### src/hw/rtl/hbs_pkg.sv
// ----------------------------------------------------------------------------
// Height map sampler package
// Grid geometry, bank layout and the item types shared by all modules.
// ----------------------------------------------------------------------------
package hbs_pkg;

  localparam int GRID_SIDE   = 16;
  localparam int GRID_CELLS  = GRID_SIDE * GRID_SIDE;
  localparam int HALF_SIDE   = GRID_SIDE / 2;
  localparam int FRAC_BITS   = 8;
  localparam int FRAC_ONE    = 1 << FRAC_BITS;
  localparam int POS_LIMIT   = HALF_SIDE << FRAC_BITS;
  localparam int ROW_W       = (GRID_SIDE > 2) ? $clog2(GRID_SIDE) : 1;
  localparam int BANK_SIDE   = (GRID_SIDE + 1) / 2;
  localparam int BANK_DEPTH  = BANK_SIDE * BANK_SIDE;
  localparam int BANK_AW     = (BANK_DEPTH > 1) ? $clog2(BANK_DEPTH) : 1;
  localparam int NUM_BANKS   = 4;
  localparam int QUEUE_DEPTH = 2;
  localparam int QPTR_W      = $clog2(QUEUE_DEPTH);
  localparam int QCNT_W      = $clog2(QUEUE_DEPTH + 1);

  typedef enum logic {
    OP_QUERY = 1'b0,
    OP_WRITE = 1'b1
  } hbs_mode_e;

  typedef struct packed {
    hbs_mode_e          mode;
    logic signed [15:0] pos_x;
    logic signed [15:0] pos_z;
    logic [7:0]         entry_index;
    logic [15:0]        entry_height;
  } hbs_cmd_t;

  typedef struct packed {
    logic [15:0] height;
    logic        in_range;
  } hbs_res_t;

  typedef struct packed {
    hbs_mode_e          op;
    logic               in_range;
    logic [1:0]         bank;
    logic [BANK_AW-1:0] addr;
    logic [15:0]        wdata;
    logic [7:0]         fx;
    logic [7:0]         fz;
  } hbs_entry_t;

endpackage

### src/hw/rtl/hbs_queue.sv
// ----------------------------------------------------------------------------
// Height map sampler queue
// Short FIFO that decouples the front end from the bank datapath.
// ----------------------------------------------------------------------------
module hbs_queue import hbs_pkg::*; (
  input  logic       clk_i,
  input  logic       rst_ni,
  input  logic       push_i,
  input  hbs_entry_t entry_i,
  input  logic       pop_i,
  output logic       full_o,
  output logic       valid_o,
  output hbs_entry_t entry_o
);

  hbs_entry_t        slot_q [QUEUE_DEPTH];
  logic [QPTR_W-1:0] wr_ptr_q, wr_ptr_d;
  logic [QPTR_W-1:0] rd_ptr_q, rd_ptr_d;
  logic [QCNT_W-1:0] count_q, count_d;
  logic              do_pop;

  assign full_o  = count_q == QCNT_W'(QUEUE_DEPTH);
  assign valid_o = count_q != '0;
  assign entry_o = slot_q[rd_ptr_q];
  assign do_pop  = pop_i && valid_o;

  always_comb begin
    wr_ptr_d = wr_ptr_q;
    rd_ptr_d = rd_ptr_q;
    count_d  = count_q;
    if (push_i) begin
      wr_ptr_d = (wr_ptr_q == QPTR_W'(QUEUE_DEPTH - 1)) ? '0 : wr_ptr_q + 1'b1;
    end
    if (do_pop) begin
      rd_ptr_d = (rd_ptr_q == QPTR_W'(QUEUE_DEPTH - 1)) ? '0 : rd_ptr_q + 1'b1;
    end
    if (push_i && !do_pop) begin
      count_d = count_q + 1'b1;
    end else if (!push_i && do_pop) begin
      count_d = count_q - 1'b1;
    end
  end

  always_ff @(posedge clk_i or negedge rst_ni) begin
    if (!rst_ni) begin
      wr_ptr_q <= '0;
      rd_ptr_q <= '0;
      count_q  <= '0;
    end else begin
      wr_ptr_q <= wr_ptr_d;
      rd_ptr_q <= rd_ptr_d;
      count_q  <= count_d;
    end
  end

  always_ff @(posedge clk_i) begin
    if (push_i) begin
      slot_q[wr_ptr_q] <= entry_i;
    end
  end

endmodule

### config.mk
export PLATFORM = sky130hd
export DESIGN_NAME = hbs_queue
export DESIGN_NICKNAME = d
export VERILOG_FILES = /design/src/hw/rtl/hbs_pkg.sv /design/src/hw/rtl/hbs_queue.sv
export SDC_FILE = /design/constraint.sdc
export NUM_CORES = 1
export LEC_CHECK = 0
export BUFFER_PORTS_ARGS = -buffer_cell sky130_fd_sc_hd__buf_2
export CORE_MARGIN = 2
export CORE_UTILIZATION = 54
export CTS_BUF_LIST = sky130_fd_sc_hd__clkbuf_2
export CTS_CLUSTER_DIAMETER = 120
export CTS_CLUSTER_SIZE = 10
export DETAILED_ROUTE_END_ITERATION = 6
export GPL_ROUTABILITY_DRIVEN = 0
export PLACE_DENSITY = 0.81
export SLEW_MARGIN = 30
export SYNTH_ARGS = -nofsm -noshare
export SYNTH_HDL_FRONTEND = slang
export SYNTH_SLANG_ARGS = --single-unit
### constraint.sdc
create_clock -name clk_i -period 3.15 [get_ports clk_i]
set_input_delay 0.63 -clock clk_i [delete_from_list [all_inputs] [get_ports clk_i]]
set_output_delay 0.63 -clock clk_i [all_outputs]
set_load 0.005 [all_outputs]
==> results of run 1 <==
-- state kept, by name, summed over array words and instances, names as in the netlist --
register	cells
slot_q	84
count_q	2
rd_ptr_q	1
wr_ptr_q	1
-- layout make-up --
type / count / area share, %
Clock buffer: 9 / 1.11
Clock inverter: 5 / 1.24
Multi-Input combinational cell: 54 / 17.7
Sequential cell: 88 / 64.9
Tap cell: 77 / 2.38
Timing Repair Buffer: 94 / 12.6
-- final timing paths --
check / from / endpoint / slack [ps] / cells past startpoint
worst max-delay path: rd_ptr_q$_DFFE_PN0P_ / entry_o[21] / 610 / 3
max in group asynchronous: rst_ni / rd_ptr_q$_DFFE_PN0P_ / 2550 / 2
worst max register to register: wr_ptr_q$_DFFE_PN0P_ / slot_q[1][27]$_DFFE_PP_ / 1520 / 2
worst min register to register: count_q[1]$_DFFE_PN0P_ / count_q[1]$_DFFE_PN0P_ / 500 / 1
worst min-delay path: entry_i[30] / slot_q[1][30]$_DFFE_PP_ / 310 / 1
min in group asynchronous: rst_ni / count_q[1]$_DFFE_PN0P_ / 460 / 2
-- Yosys cell counts, drive strengths merged --
cell / instances / area (um^2)
buf: 5 / 91.3
nand2: 1 / 3.75
xor2: 3 / 26.3
nor2b: 2 / 12.5
xnor2: 2 / 17.5
and2: 1 / 6.26
ha: 1 / 12.5
or2: 1 / 6.26
mux2: 42 / 619
dfrtp: 4 / 100
edfxtp: 84 / 2520
nor2: 1 / 3.75
-- metal layers --
layer / GRT usage (%) / up-vias
met2: 26.1 / 67
met4: 7.04 / 0
met3: 3.86 / 9
met1: 17.6 / 775
met5: 0 / -
li1: - / 771
-- power breakdown --
part	internal [mW]	leakage, nW	switching [mW]
Clock	0.170	0.0672	0.327
Combinational	0.631	0.760	0.446
Sequential	1.55	0.834	0.105
Total	2.36	1.66	0.878
-- logic make-up after synthesis --
family / synth area share (%)
buffers and inverters: 2.67
and+or+nand+nor: 0.951
muxes: 18.1
DFF: 76.6
xor gates and xnor gates: 1.28
adders and majority gates: 0.366
-- timing repair --
item                      in CTS  in global routing
hold endpoints to repair       4                  0
buffers inserted               0                  0
hold buffers                   1                  0
-- layout by cell type, fill, tap and decap left out --
master	netlist	layout
buf_2	0	89
nor2b_1	2	1
buf_4	0	2
mux2_2	3	3
xnor2_1	2	2
dfrtp_2	0	1
ha_1	1	1
clkinv_2	0	4
nor2_1	1	1
mux2_4	39	39
bufinv_16	0	1
dlygate4sd3_1	0	1
edfxtp_1	84	84
dfrtp_1	4	3
or2_1	1	1
and2_2	0	1
xor2_1	3	3
clkbuf_2	0	9
buf_12	4	2
nor2b_4	0	1
nand2_1	1	1
==> metrics.txt, run 1 <==
Syn. warnings 0; crit path time final 2540 ps; Inserted Diodes 0; non-filler cells, final 327; Finished Core Util 64.8%; fillcell total 468; H-tree Lvls 3; Area Growth Syn to Fin 18.1%; Max-Cap Viols 0; Tot GR Track Use 15.1%; Min Hold Slack 314 ps; CP Capture Type output port; multi-input logic area 717 um^2; Initial DRT Pass Iterations 4; drt wl/cell 15.3 um; mapped cell area 3420 um^2; # port buffers 89; Max Freq 393 MHz; first-pass GRT wire length 7.85 mm; Req. time, crit path 2520 ps; DR top layer met4; Final Hold Fails 0; status completed; cts repair resizes 0; total clock sinks 88; Starting Density 54.8%; Longest Clk Path Bufs 2; die height 83.6 um; Routed WL 5.02 mm; share of cells above drive strength 1 60.8%; critical path class register to output port; WP data arrival 1910 ps; ratio of final minimum period to clock period 80.7%; total power 3.23 mW; Netlist cell types 14; total die area 6990 um^2; placed instance area 3940 um^2; Cell Pwr Density 800 nW/um^2; # rows 29; worst skew pair latency 480 ps; DR WL met2 2.63 mm; CTS tree yes; CTS buffer count 9; Syn Nets 194; DRC violations left 0; final number of setup-violating endpoints 0; Syn Inst Count 147; worst-path fanout max 34; core footprint 6240 um^2; final instance area 4040 um^2; global route overflow 0; register area 2620 um^2; HP Class primary input to register; Tightest Pin Transition 632 ps; vias per inst 4.96; CP cell instances buf_12 -> mux2_2 -> buf_2; antenna violations before repair 0; worst-path cell with the longest stage delay dfrtp_2; Top delay family on crit path flip-flops; worst slack at placement 1140 ps; Max IR drop VDD 0.456 mV; largest net degree at the start of global routing 35; unrepaired setup endpoints after global routing no; Slew Limit Headroom 57.9%; synthesized flop and latch total 88; Die X 83.6 um; Final ANT Viol Nets 0; setup ws final 607 ps; Post-DP HPWL 3.51 mm; slowest stage delay, CP 610 ps; vias in the first global route 1,653; Fin Setup TNS 0 ps; CP startpoint kind register; Pleak 1.66 nW; Worst-path clk slew 220 ps; clock root buffer clkbuf_2; syn avg cell area 23.3 um^2; final net count 294; Inst Count DP 312; number of top-level pins 90; Final Max Slew Viols 0; Routed met3 length 349 um; Metal-1 WL 1.96 mm; Crit path buffers/inverters 2; post-synthesis sequential area ratio 76.6%; Final Skew 14.8 ps; vias 1,622; initial drt markers 67
Power figures use the tool's default switching activity.
==> inputs of run 2 (changes only) <==
==> constraint.sdc (replaced) <==
create_clock -name clk_i -period 2.52 [get_ports clk_i]
set_input_delay 0.504 -clock clk_i [delete_from_list [all_inputs] [get_ports clk_i]]
set_output_delay 0.504 -clock clk_i [all_outputs]
set_load 0.005 [all_outputs]
==> run 2 against run 1 <==
Effect of this change: first-iteration DRC count shrank 4.5%; clock skew up 16 ps; utilization grew 0.46 points; worst setup slack worse by 380 ps; via count is 0.55% lower; global-route usage fell by 0.12 points; critical path depth is the same; critical endpoint is now entry_o[39].
==> metrics.txt, run 2 (same netlist as run 1, synthesis figures left out) <==
Post-DP HPWL 3.46 mm (-1.3%); Crit path buffers/inverters 2 (unchanged); first-pass GRT wire length 7.85 mm (unchanged); ratio of final minimum period to clock period 91.2%; Req. time, crit path 2020 ps (-500 ps); worst skew pair latency 490 ps (about the same); WHS Path Cells 1 (unchanged); Cell Pwr Density 1010 nW/um^2 (+26%); # rows 29 (unchanged); total clock sinks 88 (unchanged); worst slack at placement 635 ps (-506 ps); # port buffers 89 (unchanged); largest net degree at the start of global routing 24 (-31%); Regs by FF count slot_q x84, count_q x2; clock root buffer clkbuf_2; most common cell after layout, fill and taps aside buf_2; vias 1,613 (-0.55%); Metal-1 WL 2.07 mm (+5.2%); max reg flops 84 (unchanged); Internal 3.00 mW (+27%); Longest Clk Path Bufs 2 (unchanged); number of top-level pins 90 (unchanged); status completed; Tightest Pin Transition 313 ps (-319 ps); Fin Setup TNS 0 ps (unchanged); worst reg2reg path depth 5 (+3); HP Class primary input to register; vias in the first global route 1,647 (-0.36%); commonest non-fill, non-tap cells in the layout 89 x buf_2, 84 x edfxtp_1, 39 x mux2_4; antenna violations before repair 0 (unchanged); WP data arrival 1790 ps (-120 ps); CTS buffer count 9 (unchanged); Routed met3 length 374 um (+7.2%); Flop pwr share 51.3% (about the same); Worst-path clk slew 210 ps (about the same); Tot GR Track Use 14.9% (-0.12 points); share of cells above drive strength 1 61.0% (+0.22 points); Hold Crit Endpoint slot_q[1][1]$_DFFE_PP_; crit path time final 2300 ps; RR Startpoint count_q[0]$_DFFE_PN0P_; H-tree Lvls 3 (unchanged); Reg with most FFs slot_q; Die X 83.6 um (unchanged); Final ANT Viol Nets 0 (unchanged); final number of setup-violating endpoints 0 (unchanged); setup ws final 223 ps (-385 ps); DR WL met2 2.44 mm (-7.4%); Starting Density 54.8% (unchanged); critical path class register to output port; Pleak 1.67 nW (+0.81%); Inserted Diodes 0 (unchanged); final net count 296 (+0.68%); reg-to-reg endpoint count_q[1]$_DFFE_PN0P_; worst-path fanout max 17 (-50%); CTS tree yes; Max IR drop VDD 0.683 mV (+50%); Routed WL 4.94 mm (-1.6%); Max Freq 435 MHz; DRC violations left 0 (unchanged); vias per inst 4.87 (-1.8%); sw frac 26.9% (-0.26 points); global route overflow 0 (unchanged); hold path start entry_i[1]; Final Hold Fails 0 (unchanged); CP cell instances buf_12 -> mux2_4 -> buf_2; CP startpoint kind register; die height 83.6 um (unchanged); slowest stage delay, CP 650 ps (+40 ps); drt wl/cell 14.9 um (-2.8%); CP Capture Type output port; total die area 6990 um^2 (unchanged); DR top layer met4; Area Growth Syn to Fin 19.0%; initial drt markers 64 (-4.5%); clock share of power 15.9% (+0.5 points); Slew Limit Headroom 79.1% (+21 points); Max-Cap Viols 0 (unchanged); Top delay family on crit path flip-flops; Psw 1.10 mW (+25%); Min Hold Slack 185 ps (-129 ps); core footprint 6240 um^2 (unchanged); Worst R2R Setup Slack 1110 ps (-410 ps); unrepaired setup endpoints after global routing no; worst-path cell with the longest stage delay dfrtp_4; Initial DRT Pass Iterations 4 (unchanged); Final Skew 30.6 ps (+15.8 ps); Final Max Slew Viols 0 (unchanged); combinational share of power 32.9% (-0.4 points)
-- run 2: final cells by class --
| type | count | area [um^2] |
|---|---|---|
| fillers | 470 | 2170 |
| repair buffers | 96 | 526 |
| clock inverters | 4 | 46.3 |
| well taps | 77 | 96.3 |
| flip-flops and latches | 88 | 2630 |
| multi-input cells | 54 | 717 |
| clock buffers | 12 | 60.1 |
-- run 2: worst max-delay path by stage --
stage	depth (start not counted)	start	to
2_1_floorplan	1	push_i	slot_q[0][0]$_DFFE_PP_
3_3_place_gp	3	rd_ptr_q$_DFFE_PN0P_	entry_o[21]
3_5_place_dp	3	rd_ptr_q$_DFFE_PN0P_	entry_o[39]
4_1_cts	3	rd_ptr_q$_DFFE_PN0P_	entry_o[39]
5_1_grt	3	rd_ptr_q$_DFFE_PN0P_	entry_o[21]
6_report	3	rd_ptr_q$_DFFE_PN0P_	entry_o[39]
-- run 2: power by group through the flow --
stage          Sequential (mW)  Combinational (mW)  Clock (mW)
2_1_floorplan             2.05                1.06           0
3_5_place_dp              2.14                1.37           0
3_3_place_gp              2.12                1.36           0
4_1_cts                   2.10                1.37       0.675
6_report                  2.10                1.35       0.649
5_1_grt                   2.14                1.45       0.739
-- run 2: per-layer routing --
metal	vias up	GRT usage, %
met1	769	18.9
met2	63	23.7
met4	0	7.04
li1	773	-
met5	-	0
met3	8	4.75
-- run 2: timing repair --
action | CTS | global route
resized for setup | 0 | 1
endpoints found under the setup margin | 0 | 29
setup buffers | 0 | 0
hold buffers | 1 | 0
endpoints found under the hold margin | 4 | 0
-- run 2: metrics by stage --
step / std cells / power [mW] / utilization (%) / cell area [um^2]
3_5_place_dp: 314 / 3.51 / 63.3 / 3950
3_3_place_gp: 314 / 3.48 / 63.3 / 3950
5_1_grt: 331 / 4.33 / 65.2 / 4070
6_report: 331 / 4.10 / 65.2 / 4070
4_1_cts: 331 / 4.15 / 65.2 / 4070
2_1_floorplan: 147 / 3.11 / - / 3420
