[config.mk]
export PLATFORM = sky130hd
export DESIGN_NAME = hbs_front
export DESIGN_NICKNAME = d
export VERILOG_FILES = /design/src/hw/rtl/hbs_pkg.sv /design/src/hw/rtl/hbs_front.sv
export SDC_FILE = /design/constraint.sdc
export NUM_CORES = 1
export LEC_CHECK = 0
export BUFFER_PORTS_ARGS = -buffer_cell sky130_fd_sc_hd__buf_2
export CAP_MARGIN = 5
export CORE_MARGIN = 5
export CORE_UTILIZATION = 21
export DETAILED_ROUTE_END_ITERATION = 8
export PLACE_DENSITY = 0.79
export SYNTH_ARGS = -nofsm -noshare
export SYNTH_HDL_FRONTEND = slang
export SYNTH_SLANG_ARGS = --single-unit
[constraint.sdc]
create_clock -name vclk -period 1.3
set_input_delay 0.13 -clock vclk [all_inputs]
set_output_delay 0.13 -clock vclk [all_outputs]
set_load 0.005 [all_outputs]
[src/hw/rtl/hbs_pkg.sv]
// ----------------------------------------------------------------------------
// Height map sampler package
// Grid geometry, bank layout and the item types shared by all modules.
// ----------------------------------------------------------------------------
package hbs_pkg;

  localparam int GRID_SIDE   = 16;
  localparam int GRID_CELLS  = GRID_SIDE * GRID_SIDE;
  localparam int HALF_SIDE   = GRID_SIDE / 2;
  localparam int FRAC_BITS   = 8;
  localparam int FRAC_ONE    = 1 << FRAC_BITS;
  localparam int POS_LIMIT   = HALF_SIDE << FRAC_BITS;
  localparam int ROW_W       = (GRID_SIDE > 2) ? $clog2(GRID_SIDE) : 1;
  localparam int BANK_SIDE   = (GRID_SIDE + 1) / 2;
  localparam int BANK_DEPTH  = BANK_SIDE * BANK_SIDE;
  localparam int BANK_AW     = (BANK_DEPTH > 1) ? $clog2(BANK_DEPTH) : 1;
  localparam int NUM_BANKS   = 4;
  localparam int QUEUE_DEPTH = 2;
  localparam int QPTR_W      = $clog2(QUEUE_DEPTH);
  localparam int QCNT_W      = $clog2(QUEUE_DEPTH + 1);

  typedef enum logic {
    OP_QUERY = 1'b0,
    OP_WRITE = 1'b1
  } hbs_mode_e;

  typedef struct packed {
    hbs_mode_e          mode;
    logic signed [15:0] pos_x;
    logic signed [15:0] pos_z;
    logic [7:0]         entry_index;
    logic [15:0]        entry_height;
  } hbs_cmd_t;

  typedef struct packed {
    logic [15:0] height;
    logic        in_range;
  } hbs_res_t;

  typedef struct packed {
    hbs_mode_e          op;
    logic               in_range;
    logic [1:0]         bank;
    logic [BANK_AW-1:0] addr;
    logic [15:0]        wdata;
    logic [7:0]         fx;
    logic [7:0]         fz;
  } hbs_entry_t;

endpackage

[src/hw/rtl/hbs_front.sv]
// ----------------------------------------------------------------------------
// Height map sampler front end
// Classifies accepted commands and maps them onto the four cell banks.
// ----------------------------------------------------------------------------
module hbs_front import hbs_pkg::*; (
  input  logic       accept_i,
  input  hbs_cmd_t   cmd_i,
  output logic       push_o,
  output hbs_entry_t entry_o
);

  logic [ROW_W-1:0] row;
  logic [ROW_W-1:0] col;
  logic [7:0]       ix;
  logic [7:0]       iz;
  logic             on_map;
  logic             index_ok;

  always_comb begin
    row      = ROW_W'(cmd_i.entry_index / GRID_SIDE);
    col      = ROW_W'(cmd_i.entry_index % GRID_SIDE);
    ix       = cmd_i.pos_x[15:8];
    iz       = cmd_i.pos_z[15:8];
    on_map   = (int'(cmd_i.pos_x) >= 0) && (int'(cmd_i.pos_z) >= 0) &&
               (int'(cmd_i.pos_x) < POS_LIMIT) && (int'(cmd_i.pos_z) < POS_LIMIT);
    index_ok = int'(cmd_i.entry_index) < GRID_CELLS;

    entry_o.op       = cmd_i.mode;
    entry_o.wdata    = cmd_i.entry_height;
    entry_o.fx       = cmd_i.pos_x[7:0];
    entry_o.fz       = cmd_i.pos_z[7:0];
    entry_o.in_range = on_map;
    if (cmd_i.mode == OP_WRITE) begin
      entry_o.bank = {row[0], col[0]};
      entry_o.addr = BANK_AW'(int'(row >> 1) * BANK_SIDE + int'(col >> 1));
    end else begin
      entry_o.bank = 2'b00;
      entry_o.addr = BANK_AW'(int'(iz) * BANK_SIDE + int'(ix));
    end

    push_o = accept_i && ((cmd_i.mode == OP_QUERY) || index_ok);
  end

endmodule

==> results of run 1 <==
per-stage QoR:
step,util [%],hold WS [ns],setup WS (ns),cells
2_1_floorplan,-,0.341,0.0147,51
3_3_place_gp,19.0,0.260,-0.216,77
3_5_place_dp,19.0,0.260,-0.238,77
4_1_cts,20.9,0.260,0.00537,77
5_1_grt,20.9,0.260,-0.0166,77
6_report,20.9,0.260,0.00480,77
worst max-delay path by stage:
stage / from / slack (ns) / endpoint
3_5_place_dp: cmd_i[32] / -0.24 / entry_o[37]
4_1_cts: cmd_i[51] / 0.005 / entry_o[36]
6_report: cmd_i[51] / 0.005 / entry_o[36]
5_1_grt: cmd_i[51] / -0.02 / entry_o[36]
2_1_floorplan: cmd_i[32] / 0.01 / entry_o[37]
3_3_place_gp: cmd_i[32] / -0.22 / entry_o[37]
cell type report:
| type | instances | area, um^2 | share of cell area [%] |
|---|---|---|---|
| repair buffers | 35 | 194 | 47.3 |
| multi-input cells | 15 | 183 | 44.5 |
| well taps | 27 | 33.8 | 8.23 |
repair_timing:
action	CTS	global route
endpoints found under the setup margin	2	2
resized for setup	7	0
pin swaps	1	0
cells in the mapped netlist:
cell type	instances
fa_1	1
nand2_1	1
xnor3_1	1
or4_4	1
or4_1	1
buf_4	35
o21ai_1	1
mux2_2	5
and2_1	2
nor4_2	1
clkbuf_1	1
ha_1	1
layer usage:
layer  vias to the layer above  routed length [um]  GRT usage [%]
li1                        129                   -              -
met1                       116                 363           5.87
met2                        35                 393           9.29
met3                         4                 167           3.26
met4                         0                   8           2.08
met5                         -                   0              0
power groups by stage:
stage          Sequential, W  Clock (W)  Combinational, W
6_report                   0          0          0.000126
5_1_grt                    0          0          0.000140
4_1_cts                    0          0          0.000128
3_5_place_dp               0          0          0.000112
3_3_place_gp               0          0          0.000109
2_1_floorplan              0          0          0.000130
layout by cell type, fill, tap and decap left out:
cell type,instances
xnor3_1,1
buf_2,32
fa_2,1
mux2_2,4
and2_1,2
or4_4,1
ha_4,1
mux2_4,1
nand2_1,1
or4_1,1
buf_6,3
o21ai_1,1
nor4_2,1
kinds of logic (layout without fill, tap and decap cells):
logic type               count (synthesis)  after routing  share of synthesized area (%)
AND/OR/NAND/NOR                          6              6                           11.0
buffers and inverters                   36             35                           61.9
adder cells (fa/ha/maj)                  2              2                           7.56
multiplexers                             5              5                           13.1
AO/OA/AOI/OAI                            1              1                           1.16
XOR/XNOR                                 1              1                           5.23
==> run metrics, run 1 <==
crit-path most repeated cell=buf_6; fraction of layout cells with a size suffix above 1=88.0%; relative slew slack=87.7%; Pint=0.0000832 W; P_leak=0.214 nW; HP Start=cmd_i[45]; Setup violations, final=0; HPWL after DPL=838 um; largest cells by area after synthesis=buf_4 61%, mux2_2 13%, xnor3_1 5.2%, fa_1 4.7%, and2_1 2.9%; yosys warns=0; FF/Latch Area=0 um^2; syn nets=111; Clock Power Share=0%; Worst Hold Depth=0; RSZ-0062 raised after global routing=yes; Die Footprint=3050 um^2; io pins=101; largest net degree at the start of global routing=11; Worst Tran Pin Value=0.185 ns; Syn Inst Count=51; Final Instance Area=410 um^2; Inserted Diodes=0; minimum clock period=1.30 ns; PwrDens=307 nW/um^2; std cell rows=16; crit-path cells=buf_6 -> ha_4 -> fa_2 -> mux2_4 -> buf_6; Period Utilization, post-route=99.6%; Post-DP Area=373 um^2; Comb power frac=100.0%; switch share=34.0%; critical path's slowest cell=fa_2; first-pass GRT wire length=1520 um; element type at the critical path start=input pin; Hold Crit Class=input pin to output port; Cell Area, Synth=430 um^2; Yosys top cell by area=buf_4; Slew Viols, Final=0; Seq/Total Area, Yosys=0%; FFs & Latches=0; DIE WIDTH=55.3 um; vias in the first global route=323; placer congestion estimate=0.796; synth-to-layout area growth=-4.65%; CP Buf/Inv Count=2; DR DRC count=0; status=completed; Antenna Violating Nets Remaining=0; GRT Resource Usage Total=5.62%; Core Footprint=1960 um^2; # clk buffers=0; Routed WL=932 um; VDD IR-drop max=99.9 uV; mean post-synth cell area=8.44 um^2; # Max-Cap Violations=0; Final #Nets=112; Vias=284; Hold EP=entry_o[13]; synth unique cells=12; Crit path required time=1.17 ns; DR WL/cell=12.1 um; Critical Path Stages=5; post-DR vias/cell=3.69; Fin Setup TNS=0 ns; initial antenna violation count=0; Starting Density=21.9%; Seq pwr share=0%; Die Ht=55.3 um; Worst setup EP type=output port; CP max stage delay=0.40 ns; CP arrival=1.17 ns; Fin. Hold Viols=0; setup repair bufs after CTS=0; Max Fclk=772 MHz; Fill cells=235; CP max FO=2; critical path class=input pin to output port; delay-heaviest family, CP=adder cells; gr ovfl total=0; CTS Hold Buffers Added=0; DRT Pass-1 Iters=2; Final Total Pwr=0.000126 W; # port buffers=35; switching pwr=0.0000429 W; initial DRC count=2; top cell type's share of synthesized area=61.0%
Note: power is estimated with default switching activity, not from simulation.
==> inputs of run 2 (changes only) <==
--- a/config.mk
+++ b/config.mk
@@ -7,10 +7,12 @@
 export LEC_CHECK = 0
 export BUFFER_PORTS_ARGS = -buffer_cell sky130_fd_sc_hd__buf_2
 export CAP_MARGIN = 5
+export CORE_ASPECT_RATIO = 0.9
 export CORE_MARGIN = 5
-export CORE_UTILIZATION = 21
+export CORE_UTILIZATION = 24
 export DETAILED_ROUTE_END_ITERATION = 8
-export PLACE_DENSITY = 0.79
+export GPL_TIMING_DRIVEN = 0
+export PLACE_DENSITY = 0.85
 export SYNTH_ARGS = -nofsm -noshare
 export SYNTH_HDL_FRONTEND = slang
 export SYNTH_SLANG_ARGS = --single-unit
==> constraint.sdc (replaced) <==
create_clock -name vclk -period 1.4
set_input_delay 0.14 -clock vclk [all_inputs]
set_output_delay 0.14 -clock vclk [all_outputs]
set_load 0.005 [all_outputs]
==> run metrics, run 2 (synthesis gave the netlist of run 1 again) <==
fraction of layout cells with a size suffix above 1=93.2% (was 88.0%); Die Footprint=2740 um^2 (was 3050 um^2); P_leak=0.511 nW (was 0.214 nW); GRT Resource Usage Total=10.3% (was 5.62%); Crit path required time=1.26 ns (was 1.17 ns); # clk buffers=0 (unchanged); Final #Nets=180 (was 112); Slew Viols, Final=0 (unchanged); critical path class=input pin to output port (unchanged); busiest grt layer=met2 (unchanged); HPWL after DPL=1570 um (was 838 um); Fill cells=170 (was 235); DR DRC count=0 (unchanged); Routed WL=1650 um (was 932 um); DRT Pass-1 Iters=4 (was 2); largest net degree at the start of global routing=10 (was 11); first-pass GRT wire length=2260 um (was 1520 um); met3 track demand over resource=3.85% (was 3.26%); Final Total Pwr=0.000239 W (was 0.000126 W); # Max-Cap Violations=0 (unchanged); Die Ht=50.2 um (was 55.3 um); status=completed (unchanged); Fin. Hold Viols=0 (unchanged); Inserted Diodes=0 (unchanged); # port buffers=67 (was 35); initial antenna violation count=0 (unchanged); DIE WIDTH=54.6 um (was 55.3 um); synth-to-layout area growth=93.0% (was -4.65%); Antenna Violating Nets Remaining=0 (unchanged); Worst Tran Pin Value=0.426 ns (was 0.185 ns); post-DR vias/cell=3.87 (was 3.69); CP max FO=1 (was 2); Vias=550 (was 284); Placed Cells=142 (was 77); FF/Latch Area=0 um^2 (unchanged); met2 Usage GRT=21.9% (was 9.29%); Post-DP Area=796 um^2 (was 373 um^2); VDD IR-drop max=156 uV (was 99.9 uV); relative slew slack=71.6% (was 87.7%); Hold Crit Class=input pin to output port (unchanged); most frequent cells in the layout=64 x buf_2, 35 x buf_4, 4 x mux2_2, 3 x buf_6, 2 x and2_1 (was 32 x buf_2, 4 x mux2_2, 3 x buf_6, 2 x and2_1); multi-input logic area=180 um^2 (was 183 um^2); Starting Density=25.6% (was 21.9%); Hold Slack=0.446 ns (was 0.260 ns); DR WL/cell=11.6 um (was 12.1 um); gr ovfl total=0 (unchanged); PwrDens=287 nW/um^2 (was 307 nW/um^2); placer congestion estimate=0.578 (was 0.796); Final Instance Area=831 um^2 (was 410 um^2); element type at the critical path start=input pin (unchanged); Worst setup EP type=output port (unchanged); Core Footprint=1680 um^2 (was 1960 um^2); std cell rows=14 (was 16); Setup violations, final=0 (unchanged); initial DRC count=2 (unchanged); Max Fclk=735 MHz; final non-filler cell total=142 (was 77); io pins=101 (unchanged); GRT met1 Usage=9.11% (was 5.87%); Period Utilization, post-route=97.1%; FFs & Latches=0 (unchanged); vias in the first global route=538 (was 323); RSZ-0062 raised after global routing=no (was yes); CP arrival=1.22 ns (was 1.17 ns); leading cell type in the layout, fill and taps excluded=buf_2 (unchanged); setup repair bufs after CTS=0 (unchanged); minimum clock period=1.36 ns
[run 2: cell types whose count changed in the layout (fill, tap and decap cells not counted)]
cell      change
buf_2        +32
buf_4        +35
clkbuf_1      +1
fa_1          +1
fa_2          -1
[run 2: timing repair]
item	in CTS	in global routing
pin swaps	2	1
endpoints found under the setup margin	2	2
resized for setup	5	1
hold buffers	0	0
[run 2: layout make-up]
| class | count | area share (%) |
|---|---|---|
| tap | 24 | 3.61 |
| timing repair buffer | 67 | 42.6 |
| buffer | 36 | 32.1 |
| multi-input combinational | 15 | 21.7 |
[run 2: path summary, 6_finish.rpt]
kind              depth (start not counted)       from          end  slack (ns)
setup / recovery                          5  cmd_i[32]  entry_o[36]        0.04
hold / removal                            2  cmd_i[12]  entry_o[28]        0.45
[run 2: report_power, final]
part	internal [W]	switching (W)	leakage [nW]
registers	0	0	0
clock network	0	0	0
logic	0.000166	0.0000729	0.511
total	0.000166	0.0000729	0.511
[run 2: metal layers]
| layer | vias up | routed length (um) | part of all wire (%) |
|---|---|---|---|
| li1 | 265 | - | - |
| met5 | - | 0 | 0 |
| met4 | 0 | 0 | 0 |
| met2 | 56 | 855 | 52 |
| met3 | 0 | 359 | 22 |
| met1 | 229 | 437 | 26 |
[run 2: worst max-delay path, stage by stage]
cell and delay [ns]:
buf_6 0.10, ha_4 0.15, fa_1 0.44, mux2_4 0.28
buf_6 0.12
[run 2: stage by stage]
stage                     utilization [%]  worst slack [ns]  TNS (ns)
after floorplan                         -            0.0947         0
final                                49.4            0.0403         0
after detailed placement             47.3            -0.145    -0.147
after global placement               47.3            -0.135    -0.135
after CTS                            49.0           0.00222         0
after global routing                 49.4           0.00175         0
==> inputs of run 3 (changes only) <==
--- a/config.mk
+++ b/config.mk
@@ -9,10 +9,10 @@
 export CAP_MARGIN = 5
 export CORE_ASPECT_RATIO = 0.9
 export CORE_MARGIN = 5
-export CORE_UTILIZATION = 24
+export CORE_UTILIZATION = 21
 export DETAILED_ROUTE_END_ITERATION = 8
 export GPL_TIMING_DRIVEN = 0
-export PLACE_DENSITY = 0.85
+export PLACE_DENSITY = 0.79
 export SYNTH_ARGS = -nofsm -noshare
 export SYNTH_HDL_FRONTEND = slang
 export SYNTH_SLANG_ARGS = --single-unit
==> constraint.sdc (replaced) <==
create_clock -name vclk -period 1.1
set_input_delay 0.11 -clock vclk [all_inputs]
set_output_delay 0.11 -clock vclk [all_outputs]
set_load 0.005 [all_outputs]
==> run metrics, run 3 (synthesis gave the netlist of run 1 again) <==
status=finished with violations (was completed); failing checks=setup timing; HPWL after DPL=1460 um (was 1570 um); Die Ht=53.0 um (was 50.2 um); Placed Cells=143 (was 142); Post-Place Worst Slack=-0.260 ns (was -0.145 ns); Period Utilization, post-route=115%; Final Total Pwr=0.000311 W (was 0.000239 W); Setup violations, final=3 (was 0); element type at the critical path start=input pin (unchanged); leading cell type in the layout, fill and taps excluded=buf_2 (unchanged); Max Fclk=791 MHz; std cell rows=15 (was 14); # clk buffers=0 (unchanged); Fin. Hold Viols=0 (unchanged); RSZ-0062 raised after global routing=yes (was no); initial antenna violation count=0 (unchanged); initial DRC count=9 (was 2); minimum clock period=1.26 ns; FFs & Latches=0 (unchanged); PwrDens=368 nW/um^2 (was 287 nW/um^2); P_leak=0.513 nW (was 0.511 nW); fraction of layout cells with a size suffix above 1=94.9% (was 93.2%); critical path class=input pin to output port (unchanged); # Max-Cap Violations=0 (unchanged); Slew Viols, Final=0 (unchanged); CP max FO=2 (was 1); io pins=101 (unchanged); GRT Resource Usage Total=8.68% (was 10.3%); Post-DP Area=797 um^2 (was 796 um^2); Crit path required time=0.99 ns (was 1.26 ns); Die Footprint=3060 um^2 (was 2740 um^2); Fill cells=192 (was 170); final setup margin=-0.165 ns (was 0.0403 ns); CTS Hold Buffers Added=0 (unchanged); Starting Density=22.3% (was 25.6%); Worst setup EP type=output port (unchanged); vias in the first global route=537 (was 538); first-pass GRT wire length=2160 um (was 2260 um); Final #Nets=179 (was 180); Core Footprint=1930 um^2 (was 1680 um^2); Inserted Diodes=0 (unchanged); CP arrival=1.15 ns (was 1.22 ns); post-DR vias/cell=3.78 (was 3.87); VDD IR-drop max=187 uV (was 156 uV); Hold Crit Class=input pin to output port (unchanged); Worst Tran Pin Value=0.203 ns (was 0.426 ns); largest net degree at the start of global routing=10 (unchanged); DR DRC count=0 (unchanged); # port buffers=67 (unchanged); synth-to-layout area growth=96.2% (was 93.0%); final non-filler cell total=142 (unchanged); DRT Pass-1 Iters=4 (unchanged); multi-input logic area=183 um^2 (was 180 um^2); DR WL/cell=11.1 um (was 11.6 um); placer congestion estimate=0.774 (was 0.578); FF/Latch Area=0 um^2 (unchanged); Antenna Violating Nets Remaining=0 (unchanged); relative slew slack=86.5% (was 71.6%); Layout Utilization=43.7% (was 49.4%); DIE WIDTH=57.7 um (was 54.6 um); gr ovfl total=0 (unchanged); Vias=537 (was 550); Final Instance Area=845 um^2 (was 831 um^2); Routed WL=1580 um (was 1650 um); most frequent cells in the layout=62 x buf_2, 34 x buf_4, 4 x mux2_2, 4 x buf_6, 2 x and2_1 (was 64 x buf_2, 35 x buf_4, 4 x mux2_2, 3 x buf_6, 2 x and2_1); setup repair bufs after CTS=0 (unchanged)
[run 3: changes by cell type in the layout (fill, tap and decap cells not counted)]
cell and delta:
buf_2 -2, fa_1 -1, clkbuf_1 -1, buf_6 +1, buf_8 +1, fa_2 +1
buf_4 -1, clkbuf_2 +1
[run 3: worst max-delay path, cell delays in order]
cell,delay [ns]
buf_8,0.10
ha_4,0.15
fa_2,0.40
mux2_4,0.28
buf_6,0.11
[run 3: area by class of cell]
| cell class | instances | area share [%] |
|---|---|---|
| well taps | 25 | 3.70 |
| multi-input cells | 15 | 21.6 |
| repair buffers | 67 | 43.9 |
| plain buffers | 35 | 30.8 |
[run 3: where the power goes]
part / internal, W / switching, W / total [W]
combinational: 0.000219 / 0.0000923 / 0.000311
clock: 0 / 0 / 0
sequential: 0 / 0 / 0
[run 3: worst paths after layout]
check	start	endpoint	slack, ns	depth (start not counted)
worst max-delay path	cmd_i[51]	entry_o[36]	-0.16	5
worst min-delay path	cmd_i[3]	entry_o[19]	0.39	2
[run 3: through the flow]
step | hold slack, ns | TNS, ns
floorplan | 0.301 | 0
global route | 0.392 | -0.481
global placement | 0.389 | -0.647
detailed placement | 0.388 | -0.693
finish | 0.386 | -0.384
CTS | 0.387 | -0.449
[run 3: timing repair]
| action | CTS | global route |
|---|---|---|
| cloned | 0 | 0 |
| gates resized for setup | 8 | 4 |
| setup endpoints to repair | 3 | 7 |
| endpoints found under the hold margin | 0 | 0 |
| pin swaps | 3 | 2 |
[run 3: metal layers]
metal | track usage, % | up-vias | part of all wire (%) | wire [um]
li1 | - | 265 | - | -
met1 | 8.33 | 221 | 26 | 415
met2 | 19.2 | 51 | 57 | 898
met3 | 2.20 | 0 | 17 | 267
met4 | 0 | 0 | 0 | 0
met5 | 0 | - | 0 | 0
